### config.mk
export PLATFORM = sky130hd
export DESIGN_NAME = lru_key_cache
export DESIGN_NICKNAME = d
export VERILOG_FILES = /design/src/hw/rtl/lkc_pkg.sv /design/src/hw/rtl/lkc_ctrl.sv /design/src/hw/rtl/lkc_datapath.sv /design/src/hw/rtl/lru_key_cache.sv
export VERILOG_INCLUDE_DIRS = /design/src /design/src/hw/rtl
export SDC_FILE = /design/constraint.sdc
export NUM_CORES = 1
export LEC_CHECK = 0
export ABC_AREA = 1
export BUFFER_PORTS_ARGS = -buffer_cell sky130_fd_sc_hd__buf_2
export CAP_MARGIN = 10
export CELL_PAD_IN_SITES_DETAIL_PLACEMENT = 1
export CELL_PAD_IN_SITES_GLOBAL_PLACEMENT = 2
export CORE_MARGIN = 2
export CORE_UTILIZATION = 37
export CTS_CLUSTER_DIAMETER = 40
export DETAILED_ROUTE_END_ITERATION = 10
export PLACE_DENSITY_LB_ADDON = 0.1
export SYNTH_ARGS = -nofsm -noshare
export SYNTH_HDL_FRONTEND = slang
export SYNTH_SLANG_ARGS = --single-unit
### constraint.sdc
create_clock -name clk -period 6.3 [get_ports clk]
set_input_delay 0.945 -clock clk [delete_from_list [all_inputs] [get_ports clk]]
set_output_delay 0.945 -clock clk [all_outputs]
set_load 0.01 [all_outputs]
### src/hw/rtl/lru_key_cache_defines.svh
// assertion macros shared by the lru key cache rtl
// no dependencies; included by modules that carry assertions
`ifndef LRU_KEY_CACHE_DEFINES_SVH
`define LRU_KEY_CACHE_DEFINES_SVH

// condition must hold on every clock edge out of reset
`define LKC_ASSERT_ALWAYS(lbl, clk, rst_n, cond, msg) \
  lbl: assert property (@(posedge clk) disable iff (!rst_n) (cond)) else $error(msg);

// consequent must hold in the same cycle as the antecedent
`define LKC_ASSERT_SAME(lbl, clk, rst_n, ante, cons, msg) \
  lbl: assert property (@(posedge clk) disable iff (!rst_n) (ante) |-> (cons)) else $error(msg);

// consequent must hold in the cycle after the antecedent
`define LKC_ASSERT_NEXT(lbl, clk, rst_n, ante, cons, msg) \
  lbl: assert property (@(posedge clk) disable iff (!rst_n) (ante) |=> (cons)) else $error(msg);

`endif

### src/hw/rtl/lkc_pkg.sv
// shared constants and types for the lru key cache
// no dependencies
package lkc_pkg;

  localparam int MAX_ENTRIES = 8;
  localparam int KEY_BITS    = 32;
  localparam int KEY_W       = 32;
  localparam int CFG_W       = 4;
  localparam int IDX_W       = (MAX_ENTRIES > 1) ? $clog2(MAX_ENTRIES) : 1;
  localparam int CNT_W       = $clog2(MAX_ENTRIES + 1);

  typedef enum logic [1:0] {
    ST_IDLE,
    ST_LOOKUP,
    ST_UPDATE
  } state_t;

  typedef struct packed {
    logic load_key;
    logic lookup;
    logic update;
  } cmd_t;

endpackage

### src/hw/rtl/lkc_ctrl.sv
// sequencing state machine for the lru key cache
// depends on lkc_pkg
module lkc_ctrl (
  input  logic          clk,
  input  logic          rst_n,
  input  logic          start,
  output logic          busy,
  output lkc_pkg::cmd_t cmd
);

  lkc_pkg::state_t state_r;
  lkc_pkg::state_t state_nxt;

  always_ff @(posedge clk) begin
    if (!rst_n) begin
      state_r <= lkc_pkg::ST_IDLE;
    end else begin
      state_r <= state_nxt;
    end
  end

  always_comb begin
    state_nxt    = state_r;
    cmd          = '0;
    busy         = 1'b1;
    case (state_r)
      lkc_pkg::ST_IDLE: begin
        busy = 1'b0;
        if (start) begin
          cmd.load_key = 1'b1;
          state_nxt    = lkc_pkg::ST_LOOKUP;
        end
      end
      lkc_pkg::ST_LOOKUP: begin
        cmd.lookup = 1'b1;
        state_nxt  = lkc_pkg::ST_UPDATE;
      end
      lkc_pkg::ST_UPDATE: begin
        cmd.update = 1'b1;
        state_nxt  = lkc_pkg::ST_IDLE;
      end
      default: begin
        state_nxt = lkc_pkg::ST_IDLE;
      end
    endcase
  end

endmodule

### src/hw/rtl/lkc_datapath.sv
// recency stack, parallel key compare, occupancy and capacity registers
// depends on lkc_pkg and lru_key_cache_defines.svh
`include "lru_key_cache_defines.svh"

module lkc_datapath (
  input  logic                       clk,
  input  logic                       rst_n,
  input  lkc_pkg::cmd_t              cmd,
  input  logic [lkc_pkg::KEY_W-1:0]  in_key,
  input  logic                       cfg_we,
  input  logic [lkc_pkg::CFG_W-1:0]  cfg_wdata,
  output logic                       out_valid,
  output logic                       out_hit,
  output logic                       out_evicted,
  output logic [lkc_pkg::KEY_W-1:0]  out_evicted_key
);

  localparam int N  = lkc_pkg::MAX_ENTRIES;
  localparam int KB = lkc_pkg::KEY_BITS;
  localparam int IW = lkc_pkg::IDX_W;
  localparam int CW = lkc_pkg::CNT_W;

  logic [KB-1:0] stack_r   [N];
  logic [KB-1:0] stack_nxt [N];
  logic [KB-1:0] key_r;
  logic [KB-1:0] bottom_r;
  logic [N-1:0]  match_r;
  logic [N-1:0]  match_nxt;
  logic [CW-1:0] occ_r;
  logic [CW-1:0] occ_nxt;
  logic [CW-1:0] cap_r;
  logic [CW-1:0] cap_nxt;

  logic                     out_valid_r;
  logic                     out_hit_r;
  logic                     out_evicted_r;
  logic [lkc_pkg::KEY_W-1:0] out_evk_r;
  logic [lkc_pkg::KEY_W-1:0] out_evk_nxt;

  logic          hit;
  logic          full;
  logic [IW-1:0] hit_pos;
  logic [IW-1:0] pos;

  // lookup phase: compare every live entry against the key
  always_comb begin
    for (int i = 0; i < N; i++) begin
      match_nxt[i] = (CW'(i) < occ_r) && (stack_r[i] == key_r);
    end
  end

  always_ff @(posedge clk) begin
    if (cmd.load_key) begin
      key_r <= KB'(in_key);
    end
    if (cmd.lookup) begin
      match_r  <= match_nxt;
      // least recent slot when the store is full
      bottom_r <= stack_r[IW'(cap_r - CW'(1))];
    end
  end

  // update phase: pick the slot that leaves the stack
  always_comb begin
    hit     = |match_r;
    full    = (occ_r >= cap_r);
    hit_pos = '0;
    for (int i = N - 1; i >= 0; i--) begin
      if (match_r[i]) begin
        hit_pos = IW'(i);
      end
    end
    if (hit) begin
      pos     = hit_pos;
      occ_nxt = occ_r;
    end else if (full) begin
      pos     = IW'(cap_r - CW'(1));
      occ_nxt = cap_r;
    end else begin
      pos     = IW'(occ_r);
      occ_nxt = occ_r + CW'(1);
    end
    out_evk_nxt = (!hit && full) ? lkc_pkg::KEY_W'(bottom_r) : '0;
  end

  // entries above the vacated slot move down one, new key on top
  always_comb begin
    stack_nxt[0] = key_r;
    for (int i = 1; i < N; i++) begin
      stack_nxt[i] = (IW'(i) <= pos) ? stack_r[i-1] : stack_r[i];
    end
  end

  always_ff @(posedge clk) begin
    if (cmd.update) begin
      for (int i = 0; i < N; i++) begin
        stack_r[i] <= stack_nxt[i];
      end
      out_hit_r     <= hit;
      out_evicted_r <= !hit && full;
      out_evk_r     <= out_evk_nxt;
    end
  end

  // capacity only changes while the store is empty, then clamps
  always_comb begin
    cap_nxt = cap_r;
    if (cfg_we && (occ_r == '0)) begin
      if (cfg_wdata == '0) begin
        cap_nxt = CW'(1);
      end else if (int'(cfg_wdata) > N) begin
        cap_nxt = CW'(N);
      end else begin
        cap_nxt = CW'(cfg_wdata);
      end
    end
  end

  always_ff @(posedge clk) begin
    if (!rst_n) begin
      occ_r       <= '0;
      cap_r       <= CW'(N);
      out_valid_r <= 1'b0;
    end else begin
      cap_r       <= cap_nxt;
      out_valid_r <= cmd.update;
      if (cmd.update) begin
        occ_r <= occ_nxt;
      end
    end
  end

  assign out_valid       = out_valid_r;
  assign out_hit         = out_hit_r;
  assign out_evicted     = out_evicted_r;
  assign out_evicted_key = out_evk_r;

  `LKC_ASSERT_ALWAYS(a_occ_le_cap, clk, rst_n, occ_r <= cap_r, "occupancy above capacity")
  `LKC_ASSERT_ALWAYS(a_cap_range, clk, rst_n, (cap_r != '0) && (int'(cap_r) <= N), "capacity out of range")
  `LKC_ASSERT_NEXT(a_update_strobe, clk, rst_n, cmd.update, out_valid_r, "result word not strobed after update")
  `LKC_ASSERT_SAME(a_hit_no_evict, clk, rst_n, out_valid_r && out_hit_r, !out_evicted_r, "eviction reported on a hit")
  `LKC_ASSERT_SAME(a_evict_full, clk, rst_n, out_valid_r && out_evicted_r, occ_r == cap_r, "eviction with store not full")
  `LKC_ASSERT_SAME(a_evk_zero, clk, rst_n, out_valid_r && !out_evicted_r, out_evk_r == '0, "evicted key not zero without eviction")

endmodule

### src/hw/rtl/lru_key_cache.sv
// lru key cache, fully associative store of keys kept in recency order
// depends on lkc_pkg, lkc_ctrl and lkc_datapath
//
// input: a key word is taken at a clock edge with start high and busy low.
// busy stays high after each accepted word, first in the lookup state, which
// compares the key against all live entries at once, then in the update state,
// which shifts the recency stack and loads the result registers. out_valid is
// high for exactly one cycle, the cycle after the update, carrying out_hit,
// out_evicted and out_evicted_key (zero unless a miss on a full store dropped
// the least recent key). a new word is taken only once the block is back in
// idle, after the compare and the stack update of the last word are done.
// the result has no back-pressure; the receiver must take it when strobed.
// cfg_we writes capacity (cfg_wdata, clamped to 1..MAX_ENTRIES), and only
// takes effect while the store is empty; write it while the block is idle.
// synchronous reset (rst_n low) empties the store and sets capacity to the
// maximum; stack contents are not cleared, unused slots are never read.
module lru_key_cache (
  input  logic                       clk,
  input  logic                       rst_n,
  input  logic                       start,
  output logic                       busy,
  input  logic [lkc_pkg::KEY_W-1:0]  in_key,
  input  logic                       cfg_we,
  input  logic [lkc_pkg::CFG_W-1:0]  cfg_wdata,
  output logic                       out_valid,
  output logic                       out_hit,
  output logic                       out_evicted,
  output logic [lkc_pkg::KEY_W-1:0]  out_evicted_key
);

  lkc_pkg::cmd_t cmd;

  lkc_ctrl u_ctrl (
    .clk   (clk),
    .rst_n (rst_n),
    .start (start),
    .busy  (busy),
    .cmd   (cmd)
  );

  lkc_datapath u_datapath (
    .clk             (clk),
    .rst_n           (rst_n),
    .cmd             (cmd),
    .in_key          (in_key),
    .cfg_we          (cfg_we),
    .cfg_wdata       (cfg_wdata),
    .out_valid       (out_valid),
    .out_hit         (out_hit),
    .out_evicted     (out_evicted),
    .out_evicted_key (out_evicted_key)
  );

endmodule

Word-level counts from Yosys, hierarchy flattened

Memory sizes are Yosys's and may differ from the RTL's. A register that Yosys moved wholly into a read port is not among the register bits.
Index checks and enable logic that the tools add are counted.

Bits in registers: 85
Memories kept: 1
Bits in latches: 0
Bits in writable memories: 256
Bits in read-only memories: 0

Memory list:

| name               | words | bits a word | read ports | clocked after memory_dff | wr ports | RTL line           | text |
|---|---|---|---|---|---|---|---|
| u_datapath.stack_r | 8     | 32          | 9          | 1                        | 8        | lkc_datapath.sv:23 | `logic [KB-1:0] stack_r [N];` |

Divide/modulo/power cells: 0
Equality and inequality tests: 11
Reduce and logical (&&, ||, !) cells: 16
Bitwise logic cells: 1
Shift-type cells: 0
Add/subtract/negate cells: 2
$mul: 0
Mux-type cells: 29
Order comparisons: 17

Operators by type and width:

| operator              | number |
|---|---|
| $eq A32 B32 Y1        | 8 |
| $mux W32              | 7 |
| $mux W3               | 10 |
| $lt A3 B4 Y1 const A  | 4 |
| $le A3 B3 Y1 const A  | 4 |
| $mux W4               | 3 |
| $logic_and A1 B1 Y1   | 10 |
| $logic_not A4 Y1      | 2 |
| $lt A1 B4 Y1 const A  | 2 |
| $lt A2 B4 Y1 const A  | 2 |
| $reduce_or A8 Y1      | 1 |
| $mux W1               | 7 |
| $le A2 B3 Y1 const A  | 2 |
| $add A4 B1 Y4 const B | 1 |
| $ge A4 B4 Y1          | 1 |
| $gt A4 B4 Y1 const B  | 1 |
| $pmux W2 S2           | 1 |
| $le A1 B3 Y1 const A  | 1 |
| $sub A3 B1 Y3 const B | 1 |
| $eq A2 B1 Y1 const B  | 1 |
| $eq A2 B2 Y1 const B  | 1 |
| $logic_not A2 Y1      | 1 |
| $mux W2               | 1 |
| $ne A2 B2 Y1 const B  | 1 |
| 3 further kinds       | 3 |

Logic depth before layout (Yosys ltp)

Gate-level depths: netlist of the first run.

Word-level depth: 11
Gate-level depth with buffers: 13

Modules after synthesis

From an unflattened synthesis of the first run, not the netlist that was laid out.

Cell total of the unflattened synthesis: 1652
Area total of the unflattened synthesis: 17516.8 um2

By module, submodules not included:

| module       | sequential area each (um2) | times used | area an instance (um2) | cells an instance |
|---|---|---|---|---|
| lkc_datapath | 11050.6                    | 1          | 17414.2                | 1638 |
| lkc_ctrl     | 40.0                       | 1          | 102.6                  | 14 |

Worst setup path before layout of the first run

No wires, ideal clock.

Path type: flip-flop to flip-flop
Start point: reg u_ctrl.state_r[1]
End point: mem u_datapath.stack_r[7][0] (netlist name), enable pin
Data arrival time: 5752 ps
Setup time: 421 ps
Buffers on the path: 0
Slack: 127 ps
Clock period less this slack: 6173 ps
Stages on the path, launching flop included: 9
Cells stage by stage: dfxtp_1 -> inv_1 -> nor2_1 -> inv_1 -> nor2_1 -> nand2_1 -> inv_2 -> nand2_1 -> nor2_1

RTL lines:

| what                   | RTL line           | text |
|---|---|---|
| from (decl)            | lkc_ctrl.sv:11     | `lkc_pkg::state_t state_r;` |
| from (signal assigned) | lkc_ctrl.sv:16     | `state_r <= lkc_pkg::ST_IDLE;` |
| from (signal assigned) | lkc_ctrl.sv:18     | `state_r <= state_nxt;` |
| to (decl)              | lkc_datapath.sv:23 |  |

==> flow_summary.yaml, run 1 <==
synthesis:
  syn_avg_cell_area_sq_um: 10.7
  ys_top_cells_by_area: "edfxtp_1 (62%), nor2_1 (4.6%), o21ai_0 (4.3%), nand2_1 (4.1%), inv_1 (3.8%)"
  yosys_warnings: 0
  yosysUniqueCellTypes: 37
  synth.top_cell.area_share_pct: 62.0
  synth_area_sq_mm: 0.0175
  ys_seq_area_share_pct: 63.3
  synthCells: 1644
  synthArstFlopShare_pct: 0
  ys.flop_type: "edfxtp_1"
  synth_largest_area_cell: "edfxtp_1"
  ys_ff_latch: 373
  yosysMostFrequentCell: "edfxtp_1"
  synth_nets: 1691
  synth_edf_count: 362
  yosys-top-cells-count: "edfxtp_1 (362), nor2_1 (216), nand2_1 (190)"
global_route:
  grt_max_degree: 66
  grtUsageTotal_pct: 26.5
  antenna_found_initial: 1
  grt_pass1_wl_mm: 93.5
  grt_pass1_vias: 13300
  grt.overflow.total: 0
clock_network:
  htreeDepth: 3
  post_cts_buffers: 0
  cts.sinks: 373
  cts_resized: 0
  cts_max_path_buffers: 3
  root_buffer: "clkbuf_16"
  tritoncts: "done"
  ctsHoldBuffers: 0
  clkLatencyLatePin_ns: 0.59
  cts_made_buffers: 72
  clkSlewWorstSetupHoldPaths_ns: 0.05
cells_and_area:
  ff_latch_area_sq_mm: 0.0111
  multi_input_area_sq_mm: 0.00540
  layout-drive-gt1-share_pct: 13.4
  finish.instance_area_sq_mm: 0.0209
  final_nets: 1781
  area.growth.synth_to_final_pct: 19.4
  nFillCells: 5058
drt:
  first_pass_iters: 8
  viasPerCell: 5.50
  drc: 10
  wl_met3_mm: 4.38
  ant_nets: 0
  dr.max_layer_used: "met4"
  routed_wl_mm: 65.4
  met2WireLength_mm: 29.4
  wire_per_inst_um: 27.2
  num_vias: 13200
  wl_met1_mm: 29.7
  drt_iter0_markers: 1152
timing:
  fin_crit_ns: 3.94
  worst_slack_ns: 2.36
  skew_ns: 0.0143
  worstMarginPinSlew_ns: 1.12
  hold_viol_final: 0
  finalSetupViolations: 0
  max_slew_margin_pct: 25.1
  tns_ns: 0
  fin_crit_sh_pct: 62.6
  max_freq_ghz: 0.254
  rsz0062_at_grt: "false"
  slew_viol_final: 0
power_and_ir_drop:
  ir_drop_mv: 0.245
  power.leakage_nw: 7.76
  p_per_area_mw_per_mm2: 350
  fin_total_pwr_mw: 7.33
outcome:
  violations: "DRC"
  outcome: "finished with violations"
place:
  preCtsSetupSlack_ns: 2.30
  portBuffers: 75
  gp_congestion: 0.893
  placed_area_sq_mm: 0.0185
  hpwl_mm: 48.0
critical_path:
  crit_type: "flip-flop to flip-flop"
  path_buf_inv: 3
  cp-end-kind: "flip-flop"
  start_kind: "flip-flop"
  critPathTopFamily: "simple AND/OR/NAND/NOR gates"
  critical_path.most_common_cell: "nand2_1"
  crit_arrival_ns: 4.14
  path_cells: "clkinv_2 -> buf_4 -> ha_4 -> xor2_4 -> nand2_1 -> nand3_1 -> nand2_1 -> inv_2 -> nand2_1 -> nor2_4"
  critPathRequiredTime_ns: 6.50
  crit_path_top_delay_cell: "nor2_4"
  max_stage_delay_ns: 0.89
  worstPathMaxFanout: 65
hold_path:
  min_path_type: "flip-flop to flip-flop"
floorplanning:
  die_w_um: 222
  core_sq_mm: 0.0467
  pin_count: 76
  fp-row-count: 79
  die_area_sq_mm: 0.0491
  chipHeight_um: 222
  start_util_pct: 37.6
job:
  drv_cap: 0
-- area by class of cell --
type,instances,share of cell area (%)
antenna,2,0.0239
sequential,373,53.0
inverter,185,3.32
timing repair buffer,97,2.58
multi-input combinational,1005,25.8
tap,607,3.63
clock inverter,52,2.73
clock buffer,80,8.86
-- metrics by stage --
step | hold slack (ns) | std cells | util, %
floorplan | 0.421 | 1644 | -
global placement | 0.433 | 2267 | 39.6
detailed placement | 0.453 | 2267 | 39.6
CTS | 0.464 | 2399 | 44.8
global route | 0.479 | 2399 | 44.8
finish | 0.460 | 2401 | 44.8
-- flip-flops by register name, indices dropped and copies added, names as in the netlist, 2 cells and up --
register and flops:
u_ctrl.state_r 2, u_datapath.bottom_r 32, u_datapath.cap_r 4, u_datapath.key_r 32, u_datapath.match_r 8, u_datapath.occ_r 4
u_datapath.out_evicted_key 32, u_datapath.stack_r 256
-- worst paths after layout --
kind                        startpoint                         to  slack (ns)  cells past startpoint
max                u_datapath.cap_r[0]  u_datapath.stack_r[7][19]        2.36                     10
min          u_datapath.stack_r[6][18]  u_datapath.stack_r[7][18]        0.46                      0
max reg2reg        u_datapath.cap_r[0]  u_datapath.stack_r[7][19]        2.36                     10
min reg2reg  u_datapath.stack_r[6][18]  u_datapath.stack_r[7][18]        0.46                      0
-- cell families (layout without fill, tap and decap cells) --
logic type	Yosys count	count (layout)	share of synthesized area, %
other cells	0	2	0
mux	2	2	0.128
fa+ha+maj	7	7	0.500
compound gates	394	394	12.7
xor+xnor	123	123	6.19
buf+inv	266	414	6.25
simple gates	479	479	10.9
flops	373	373	63.3
-- report_power, final --
group          switching, mW  internal (mW)
combinational          0.415          0.165
sequential            0.0822           2.78
clock                   1.37           2.52
-- metal layers --
layer	vias up	global-route usage, %
met5	-	0
met4	0	9.74
met3	101	4.33
met2	506	40.8
met1	6650	37.7
li1	5953	-
-- layout by cell type, fill, tap and decap left out, types with 7 or more instances in the layout --
master | Yosys | layout
a32oi_1 | 7 | 7
o211ai_1 | 15 | 15
buf_2 | 56 | 75
dfxtp_1 | 11 | 10
o22ai_1 | 87 | 87
buf_4 | 3 | 22
nand4_1 | 10 | 10
clkbuf_16 | 0 | 73
nand2_1 | 190 | 190
nor3_1 | 18 | 18
inv_1 | 177 | 177
xor2_1 | 63 | 63
clkinvlp_4 | 0 | 8
inv_6 | 0 | 16
nand3_1 | 37 | 36
clkbuf_1 | 19 | 7
o21ai_0 | 149 | 149
clkinv_2 | 0 | 13
a21oi_1 | 86 | 86
nor2_1 | 216 | 212
edfxtp_1 | 362 | 362
a31oi_1 | 17 | 17
a221oi_1 | 7 | 7
bufinv_16 | 0 | 9
clkinv_1 | 4 | 8
xnor2_1 | 59 | 59
o21ai_1 | 11 | 11
Power figures use the tool's default switching activity.
==> run 2: changes to the inputs <==
- ABC_AREA: 1 -> 0
- CORE_UTILIZATION: 37 -> 42
- clock period: 6.3 -> 3.6 ns (I/O delays scaled with it)
==> flow_summary.yaml, run 2 <==
critical_path:
  critPathRequiredTime_ns: 3.91
  crit_arrival_ns: 3.65
  cp-end-kind: "flip-flop"
  worstReg2RegStart: "u_datapath.occ_r[0]"
  ff2ff_path_depth: 9
  crit_type: "flip-flop to flip-flop"
  timing.rr.end: "u_datapath.stack_r[5][28]"
  r2r_slack_ns: 0.26
  worstPathMaxFanout: 23
  start_kind: "flip-flop"
floorplanning:
  pin_count: 76
  fp-row-count: 73
  die_w_um: 205
  start_util_pct: 42.6
  die_area_sq_mm: 0.0420
  chipHeight_um: 205
  core_sq_mm: 0.0397
synthesis:
  syn_avg_cell_area_sq_um: 16.9
  yosys-top-cells-count: "edfxtp_1 (362), xnor2_1 (188), xor2_1 (67)"
  yosys_warnings: 0
  synth_largest_area_cell: "edfxtp_1"
  ys.flop_type: "edfxtp_1"
  synth_edf_count: 362
  yosysMostFrequentCell: "edfxtp_1"
  synthCells: 1005
  ys_seq_area_share_pct: 65.5
  synth.top_cell.area_share_pct: 64.2
  synthArstFlopShare_pct: 0
  ys_ff_latch: 373
  synth_area_sq_mm: 0.0169
  synth_nets: 1052
  yosysUniqueCellTypes: 51
  ys_top_cells_by_area: "edfxtp_1 (64%), xnor2_1 (9.7%), mux4_2 (8.5%), xor2_1 (3.5%), mux2_2 (2.1%)"
clock_network:
  cts_max_path_buffers: 3
  cts_resized: 0
  ctsHoldBuffers: 0
  cts_made_buffers: 59
  htreeDepth: 2
  root_buffer: "clkbuf_16"
  cts.sinks: 373
  tritoncts: "done"
  clkSlewWorstSetupHoldPaths_ns: 0.06
  clkLatencyLatePin_ns: 0.61
  post_cts_buffers: 0
cells_and_area:
  layout-drive-gt1-share_pct: 28.6
  final_nets: 1162
  final_cell_mix: "edfxtp_1 (362), xnor2_1 (188), buf_2 (75)"
  diodes: 0
  top_register: "u_datapath.stack_r"
  final_cells: 1691
  largest_reg_flops: 256
  final_common_cell: "edfxtp_1"
  area.growth.synth_to_final_pct: 19.5
outcome:
  outcome: "complete, no violations"
timing:
  hold_viol_final: 0
  fin_crit_sh_pct: 92.8
  slew_viol_final: 0
  skew_ns: 0.0242
  whs_ns: 0.102
  rsz0062_at_grt: "false"
  max_slew_margin_pct: 24.2
  max_freq_ghz: 0.299
  worstMarginPinSlew_ns: 1.14
  fin_crit_ns: 3.34
  finalSetupViolations: 0
drt:
  drt_iter0_markers: 655
  viasPerCell: 5.59
  first_pass_iters: 5
  ant_nets: 0
  wire_per_inst_um: 29.9
  num_vias: 9457
  drc: 0
  routed_wl_mm: 50.6
place:
  portBuffers: 75
  hpwl_mm: 35.8
  gp_congestion: 0.860
  dp_cells: 1579
global_route:
  grt_pass1_wl_mm: 72.7
  grt.overflow.total: 0
  grt_max_degree: 65
  grt_pass1_vias: 9767
  antenna_found_initial: 2
  grtUsageTotal_pct: 24.9
hold_path:
  min_from: "in_key[23]"
  hold_path_end: "u_datapath.key_r[23]"
  min_path_cells: 1
  min_path_type: "input pin to flip-flop"
job:
  drv_cap: 0
power_and_ir_drop:
  ir_drop_mv: 0.362
  power.leakage_nw: 6.58
  p_per_area_mw_per_mm2: 589
-- run 2: where the power goes --
part | internal [mW] | total [mW] | switching, mW
Combinational | 0.290 | 0.673 | 0.383
Clock | 4.14 | 6.28 | 2.14
Sequential | 4.84 | 4.97 | 0.132
-- run 2: layout make-up --
cell class | instances | area, sq um
tap | 525 | 657
clock inverter | 45 | 661
inverter | 12 | 51.3
timing repair buffer | 110 | 679
fill | 3722 | 19500
clock buffer | 67 | 1530
multi-input combinational | 559 | 5580
sequential | 373 | 11100
-- run 2: through the flow --
step           setup TNS, ns  power, mW  cell area (sq um)  setup slack (ns)  utilization (%)
5_1_grt                    0       12.2              20200            0.0696             51.0
3_3_place_gp               0       5.73              18100             0.309             45.4
6_report                   0       11.9              20200             0.260             51.0
4_1_cts                    0       12.0              20200             0.165             50.9
3_5_place_dp               0       5.73              18100             0.179             45.4
2_1_floorplan         -10.22       5.44              17000            -0.142                -
-- run 2: cells by family (layout without fill, tap and decap cells) --
logic type	count (synthesis)	count (layout)	synth area share, %
AOI/OAI and AO/OA	32	32	1.45
buffers and inverters	73	234	2.25
muxes	98	98	10.8
adders and majority gates	7	7	0.517
DFF	373	373	65.5
and+or+nand+nor	165	165	6.16
xor gates and xnor gates	257	257	13.4
-- run 2: layer usage --
metal  part of all wire (%)  track usage (%)  up-vias
met3                    5.9             4.71       73
met5                      0                0        -
met4                    3.1             8.41        0
met1                     45             35.4     4975
met2                     46             38.5      305
li1                       -                -     4104
-- run 2: worst max-delay path by stage --
stage / start / end
3_5_place_dp: u_datapath.occ_r[0] / u_datapath.stack_r[5][14]
4_1_cts: u_datapath.occ_r[0] / u_datapath.stack_r[5][28]
3_3_place_gp: u_datapath.occ_r[0] / u_datapath.stack_r[5][17]
5_1_grt: u_datapath.occ_r[0] / u_datapath.stack_r[5][28]
6_report: u_datapath.occ_r[0] / u_datapath.stack_r[5][28]
2_1_floorplan: u_datapath.occ_r[0] / u_datapath.stack_r[3][0]
-- run 2: critical path, stage by stage (launching register included) --
cell and delay, ns:
dfxtp_1 0.41, inv_1 0.11, ha_1 0.29, nand2b_4 0.15, a2111oi_4 0.50, or2_1 0.24, a311oi_2 0.12, and2_1 0.23
nor2_4 0.70, buf_6 0.26
